$ cat config.mk
export PLATFORM = sky130hd
export DESIGN_NAME = circular_deque_unit
export DESIGN_NICKNAME = d
export VERILOG_FILES = /design/src/hdl/cdq_pkg.sv /design/src/hdl/cdq_ram.sv /design/src/hdl/circular_deque_unit.sv
export SDC_FILE = /design/constraint.sdc
export NUM_CORES = 1
export LEC_CHECK = 0
export ABC_AREA = 1
export BUFFER_PORTS_ARGS = -buffer_cell sky130_fd_sc_hd__buf_4
export CORE_ASPECT_RATIO = 0.9
export CORE_MARGIN = 2
export CORE_UTILIZATION = 61
export CTS_CLUSTER_SIZE = 8
export DETAILED_ROUTE_END_ITERATION = 12
export GPL_TIMING_DRIVEN = 0
export PLACE_DENSITY_LB_ADDON = 0.2
export SYNTH_ARGS = -nofsm -noshare
export SYNTH_HDL_FRONTEND = slang
export SYNTH_HIERARCHICAL = 1
export SYNTH_SLANG_ARGS = --single-unit
$ cat constraint.sdc
create_clock -name clock -period 6.6 [get_ports clock]
set_input_delay 1.65 -clock clock [delete_from_list [all_inputs] [get_ports clock]]
set_output_delay 1.65 -clock clock [all_outputs]
set_load 0.005 [all_outputs]
$ cat src/hdl/cdq_pkg.sv
// Shared constants and types for the circular deque unit.
package cdq_pkg;

   localparam int DEPTH  = 8;
   localparam int PTR_W  = (DEPTH > 1) ? $clog2(DEPTH) : 1;
   localparam int DATA_W = 32;
   localparam int CMD_W  = 3;
   localparam int STAT_W = 2;

   typedef logic [PTR_W-1:0]  ptr_type;
   typedef logic [DATA_W-1:0] data_type;
   typedef logic [CMD_W-1:0]  cmd_type;
   typedef logic [STAT_W-1:0] stat_type;

   localparam cmd_type CMD_PUSH_FRONT = 3'd0;
   localparam cmd_type CMD_PUSH_REAR  = 3'd1;
   localparam cmd_type CMD_POP_FRONT  = 3'd2;
   localparam cmd_type CMD_POP_REAR   = 3'd3;
   localparam cmd_type CMD_PEEK_FRONT = 3'd4;
   localparam cmd_type CMD_PEEK_REAR  = 3'd5;

   localparam stat_type ST_OK        = 2'd0;
   localparam stat_type ST_OVERFLOW  = 2'd1;
   localparam stat_type ST_UNDERFLOW = 2'd2;

   localparam ptr_type PTR_LAST = ptr_type'(DEPTH - 1);

   function automatic ptr_type wrap_inc(input ptr_type p);
      wrap_inc = (p == PTR_LAST) ? '0 : ptr_type'(p + 1'b1);
   endfunction

   function automatic ptr_type wrap_dec(input ptr_type p);
      wrap_dec = (p == '0) ? PTR_LAST : ptr_type'(p - 1'b1);
   endfunction

endpackage

$ cat src/hdl/cdq_ram.sv
// Generic single-port RAM with registered read data.
module cdq_ram #(
   parameter int WIDTH = 32,
   parameter int DEPTH = 8,
   parameter int ADDR_W = (DEPTH > 1) ? $clog2(DEPTH) : 1
) (
   input  logic              clock,
   input  logic              we,
   input  logic [ADDR_W-1:0] addr,
   input  logic [WIDTH-1:0]  wdata,
   output logic [WIDTH-1:0]  rdata
);

   logic [WIDTH-1:0] mem_ff [DEPTH];
   logic [WIDTH-1:0] rdata_ff;

   always_ff @(posedge clock) begin
      if (we) begin
         mem_ff[addr] <= wdata;
      end else begin
         rdata_ff <= mem_ff[addr];
      end
   end

   assign rdata = rdata_ff;

endmodule

$ cat src/hdl/circular_deque_unit.sv
// Circular deque: pointer control around a slot RAM.
// A result strobes in the cycle after its transaction is accepted.
// Throughput: one transaction per cycle while busy is low; the slot RAM takes one read or one write per command.
// busy is high during reset and in the cycle after it, otherwise low.
// Reset empties the queue and zeroes both pointers; slot contents are left as they are.
// Results cannot be stalled by the receiver.
module circular_deque_unit
   import cdq_pkg::*;
(
   input  logic                     clock,
   input  logic                     reset,
   input  logic                     start,
   output logic                     busy,
   input  logic [CMD_W-1:0]         req_cmd,
   input  logic signed [DATA_W-1:0] req_push_value,
   output logic                     rsp_strobe,
   output logic signed [DATA_W-1:0] rsp_read_value,
   output logic [STAT_W-1:0]        rsp_status
);

   ptr_type  head_ff, head_in;
   ptr_type  tail_ff, tail_in;
   logic     empty_ff, empty_in;
   logic     busy_ff;
   logic     strobe_ff;
   stat_type status_ff, status_in;
   logic     rd_sel_ff, rd_sel_in;

   logic     accept;
   logic     full;
   logic     ram_we;
   ptr_type  ram_addr;
   data_type ram_rdata;

   assign accept = start && !busy;
   assign full   = !empty_ff && (wrap_inc(tail_ff) == head_ff);

   always_comb begin
      head_in   = head_ff;
      tail_in   = tail_ff;
      empty_in  = empty_ff;
      status_in = ST_OK;
      rd_sel_in = 1'b0;
      ram_we    = 1'b0;
      ram_addr  = head_ff;
      if (accept) begin
         case (req_cmd)
            CMD_PUSH_FRONT, CMD_PUSH_REAR: begin
               if (full) begin
                  status_in = ST_OVERFLOW;
               end else if (empty_ff) begin
                  head_in  = '0;
                  tail_in  = '0;
                  empty_in = 1'b0;
                  ram_we   = 1'b1;
                  ram_addr = '0;
               end else if (req_cmd == CMD_PUSH_FRONT) begin
                  head_in  = wrap_dec(head_ff);
                  ram_we   = 1'b1;
                  ram_addr = wrap_dec(head_ff);
               end else begin
                  tail_in  = wrap_inc(tail_ff);
                  ram_we   = 1'b1;
                  ram_addr = wrap_inc(tail_ff);
               end
            end
            CMD_POP_FRONT, CMD_POP_REAR: begin
               if (empty_ff) begin
                  status_in = ST_UNDERFLOW;
               end else begin
                  rd_sel_in = 1'b1;
                  ram_addr  = (req_cmd == CMD_POP_FRONT) ? head_ff : tail_ff;
                  if (head_ff == tail_ff) begin
                     empty_in = 1'b1;
                     head_in  = '0;
                     tail_in  = '0;
                  end else if (req_cmd == CMD_POP_FRONT) begin
                     head_in = wrap_inc(head_ff);
                  end else begin
                     tail_in = wrap_dec(tail_ff);
                  end
               end
            end
            CMD_PEEK_FRONT, CMD_PEEK_REAR: begin
               if (empty_ff) begin
                  status_in = ST_UNDERFLOW;
               end else begin
                  rd_sel_in = 1'b1;
                  ram_addr  = (req_cmd == CMD_PEEK_FRONT) ? head_ff : tail_ff;
               end
            end
            default: begin
               status_in = ST_OK;
            end
         endcase
      end
   end

   always_ff @(posedge clock) begin
      if (reset) begin
         head_ff   <= '0;
         tail_ff   <= '0;
         empty_ff  <= 1'b1;
         busy_ff   <= 1'b1;
         strobe_ff <= 1'b0;
         rd_sel_ff <= 1'b0;
      end else begin
         head_ff   <= head_in;
         tail_ff   <= tail_in;
         empty_ff  <= empty_in;
         busy_ff   <= 1'b0;
         strobe_ff <= accept;
         rd_sel_ff <= rd_sel_in;
      end
   end

   always_ff @(posedge clock) begin
      status_ff <= status_in;
   end

   cdq_ram #(
      .WIDTH (DATA_W),
      .DEPTH (DEPTH)
   ) u_slots (
      .clock (clock),
      .we    (ram_we),
      .addr  (ram_addr),
      .wdata (data_type'(req_push_value)),
      .rdata (ram_rdata)
   );

   assign busy           = busy_ff || reset;
   assign rsp_strobe     = strobe_ff;
   assign rsp_status     = status_ff;
   assign rsp_read_value = rd_sel_ff ? $signed(ram_rdata) : '0;

endmodule

==> metrics.md <==
| Metric | Value |
|---|---|
| Grt ovf | `0` |
| Routed length on met2 | `15500 µm` |
| Synth warn | `6` |
| Nets@finish | `1512` |
| CP most frequent cell | `nand2_1` |
| Clock skew | `9.90 ps` |
| Post-DP HPWL | `20000 µm` |
| Internal power | `3.44 mW` |
| Setup crit start | `reset` |
| DP Worst Slack | `1300 ps` |
| Final setup violation count | `0` |
| Routed len/inst | `17.9 µm` |
| Status | `complete, no violations` |
| Period utilization | `73.2%` |
| Reg-to-reg endpoint | `u_slots/mem_ff[1][15]$_DFFE_PP_` |
| #FFs+latches synth | `300` |
| # diodes | `0` |
| Power per Cell Area | `280 nW/µm²` |
| Unique masters post-synth | `32` |
| Cell Count, Final, Fillers Out | `1765` |
| WS Path Type | `input port to register` |
| Crit start category | `input port` |
| Filler instances | `1517` |
| Die footprint | `22800 µm²` |
| WP buf/inv | `9` |
| Hold buffers post-CTS | `0` |
| Unrepaired setup endpoints after global routing | `false` |
| Worst slew pin tran | `870 ps` |
| GRT Util Overall | `28.0%` |
| Net switching fraction of the power | `21.0%` |
| Clock sink count | `300` |
| Crit path arrival time | `5060 ps` |
| Gate power share | `5.4%` |
| Crit-path cells | `buf_4, clkinv_1, nand3_1, inv_1, nand2_1, inv_1, nand2_1, inv_1, nand3_1, nand2_1, nand2_1, buf_2, buf_4, nand2_1, nor3_2, buf_6, buf_6` |
| Placed Instance Area | `14400 µm²` |
| First-pass GRT wire length | `48300 µm` |
| Die Ht | `144 µm` |
| Vias in the first global route | `9095` |
| P&R area growth vs syn | `17.9%` |
| Post-cts resize count | `0` |
| WL met3 | `2910 µm` |
| CTS clk-pin slew, worst paths | `40 ps` |
| Number of buffers created by CTS | `43` |
| Min Tclk post-route | `4830 ps` |
| Multi-input gate area | `3290 µm²` |
| Die X-Extent | `159 µm` |
| Critical path endpoint | `u_slots/mem_ff[1][15]$_DFFE_PP_` |
| Design Area, Final | `15600 µm²` |
| Worst Hold Class | `register to register` |
| TritonRoute pass-1 iters | `5` |
| CTS Buffer Depth | `3` |
| H-tree Lvls | `2` |
| Clock share of power | `45.5%` |
| CP endpoint kind | `register` |
| Row cnt | `51` |
| IO Pins | `74` |
| Required time of the critical path | `6830 ps` |
| # placed instances | `1712` |
| DR vias | `9432` |
| PortBufs | `73` |
| Worst Setup Slack, final | `1770 ps` |
| Core footprint | `21400 µm²` |
| RePlAce Congestion | `0.882` |
| Mapped Avg Cell Area | `9.88 µm²` |
| Register area | `8890 µm²` |
| Largest net degree at the start of global routing | `33` |
| Fmax | `207 MHz` |
| DRT antenna net count | `0` |
| Max incr delay on CP | `700 ps` |
| Synth Cell Area | `13200 µm²` |
| Leak | `7.14 nW` |
| Worst path depth | `17` |
| Max-slew headroom | `41.9%` |
| RR Startpoint | `tail_ff[0]$_SDFFE_PP0P_` |
| Drt via density | `5.34` |
| Critical-path cell with the highest stage delay | `nor3_2` |
| Initial antenna violation count | `0` |
| Max Cap Viol | `0` |
| FF-to-FF path depth | `17` |
| Top sig layer | `met4` |
| Initial Utilization | `61.6%` |
| Share of the yosys chip area belonging to registers | `67.3%` |
| CTS tree | `yes` |
| Net Count, Synth | `1382` |
| Reg power frac | `49.1%` |
| Worst hold path depth | `2` |
| Max VDD drop | `0.226 mV` |
| Root Driver | `clkbuf_16` |
| Layout cells sized above 1 | `14.1%` |
| Psw | `0.915 mW` |
| DRC Markers | `0` |
| Drt total wl | `31600 µm` |
| DRT iter0 DRCs | `1079` |
| Pins Over Slew Limit | `0` |
| CP delay by family, top | `simple AND/OR/NAND/NOR gates` |
| Critical Path Fanout Max | `10` |
| Synth Instances | `1336` |
| DRT met1 WL | `12300 µm` |
| Post-CTS Repair Setup Buffers | `0` |
| Reg-to-reg slack, setup | `2390 ps` |
| Count of final hold-check violations | `0` |
| Latest clock arrival within the worst-skew pair | `530 ps` |
[per-layer routing]
| metal | track usage [%] | vias to the layer above |
|---|---|---|
| met5 | 0 | - |
| met4 | 11.5 | 0 |
| met3 | 4.42 | 76 |
| met2 | 48.5 | 485 |
| met1 | 36.0 | 4413 |
| li1 | - | 4458 |
[worst reg2reg max path, cell delays in order (launching register included)]
cell and delay (ps):
dfxtp_1 500, inv_2 120, ha_1 380, o21ai_0 240, nor2_2 90, nand2_1 60, nand2_1 100, inv_1 100
nand2_1 60, nand3_1 60, nand2_1 70, nand2_1 200, buf_2 320, buf_4 260, nand2_1 240, nor3_2 700
buf_6 240, buf_6 180
[per-stage QoR]
step | hold WS (ps) | power (mW) | utilization (%) | setup TNS, ps
global placement | 532 | 2.39 | 65.8 | -146320
finish | 556 | 4.35 | 72.6 | 0
floorplan | 490 | 2.30 | - | 0
detailed placement | 541 | 2.40 | 67.0 | 0
CTS | 548 | 4.38 | 72.6 | 0
global route | 591 | 4.49 | 72.6 | 0
[cell type report]
type	instances	share of cell area, %
plain buffers	49	1.63
well taps	291	2.34
repair buffers	85	4.78
inverters	218	5.28
clock inverters	2	0.322
multi-input cells	769	21.1
clock buffers	51	7.38
flip-flops and latches	300	57.1
[worst min-delay path by stage]
stage                                        from                 endpoint
final                     tail_ff[1]$_SDFFE_PP0P_  tail_ff[1]$_SDFFE_PP0P_
after global routing      head_ff[1]$_SDFFE_PP0P_  head_ff[1]$_SDFFE_PP0P_
after CTS                 tail_ff[1]$_SDFFE_PP0P_  tail_ff[1]$_SDFFE_PP0P_
after detailed placement  tail_ff[1]$_SDFFE_PP0P_  tail_ff[1]$_SDFFE_PP0P_
after global placement    tail_ff[1]$_SDFFE_PP0P_  tail_ff[1]$_SDFFE_PP0P_
after floorplan             empty_ff$_SDFFE_PP1P_     rd_sel_ff$_SDFF_PP0_
[sequential cells by signal, summed over array words and instances (netlist names)]
name,flops
empty_ff,1
head_ff,3
busy_ff,1
rsp_strobe,1
u_slots/mem_ff,256
rd_sel_ff,1
u_slots/rdata,32
rsp_status,2
tail_ff,3
[cells in the mapped netlist]
cell type	count	area (µm²)
inv_2	8	30.0
dfxtp_1	12	240
nor2_4	3	33.8
nor2_2	4	25.0
ha_1	8	100
nand3_4	2	35.0
buf_4	5	37.5
a21boi_1	1	7.51
edfxtp_1	288	8650
o211ai_1	2	15.0
nand2_1	608	2280
inv_4	1	6.26
xor2_2	1	16.3
a31oi_1	4	25.0
xnor2_1	1	8.76
clkinv_1	2	7.51
a21oi_1	11	55.1
buf_6	1	11.3
nand2_2	2	12.5
nor2_1	28	105
clkbuf_1	5	18.8
nand3_1	70	350
nor2_8	1	20.0
inv_1	207	777
o21ai_0	9	45.0
buf_2	35	175
nand3_2	2	20.0
buf_1	3	11.3
a22oi_1	2	15.0
o21ai_1	1	5.00
nand2_4	2	22.5
nor3_1	7	35.0
[logic make-up after synthesis]
| kind of cell | share of synthesized area [%] |
|---|---|
| AND/OR/NAND/NOR | 22.3 |
| flip-flops | 67.3 |
| buffers and inverters | 8.14 |
| AO/OA/AOI/OAI | 1.27 |
| adder cells (fa/ha/maj) | 0.758 |
| XOR/XNOR | 0.190 |
[power groups by stage]
stage / sequential [mW] / combinational, mW / clock (mW)
CTS: 2.13 / 0.233 / 2.01
detailed placement: 2.17 / 0.230 / 0
floorplan: 2.17 / 0.133 / 0
global placement: 2.17 / 0.219 / 0
global route: 2.13 / 0.261 / 2.10
finish: 2.13 / 0.235 / 1.98
[layout by cell type, fill, tap and decap left out, types with 3 or more instances in the layout]
cell type  instances
nand2_1          608
edfxtp_1         288
inv_1            206
buf_4             79
nand3_1           70
clkbuf_16         45
buf_2             35
nor2_1            22
dfxtp_1           12
clkbuf_1          11
a21oi_1           11
inv_2              9
o21ai_0            9
nor2_4             9
ha_1               8
buf_6              5
nor3_1             5
buf_12             5
nor2_2             4
a31oi_1            4
buf_1              3
Power figures use the tool's default switching activity.
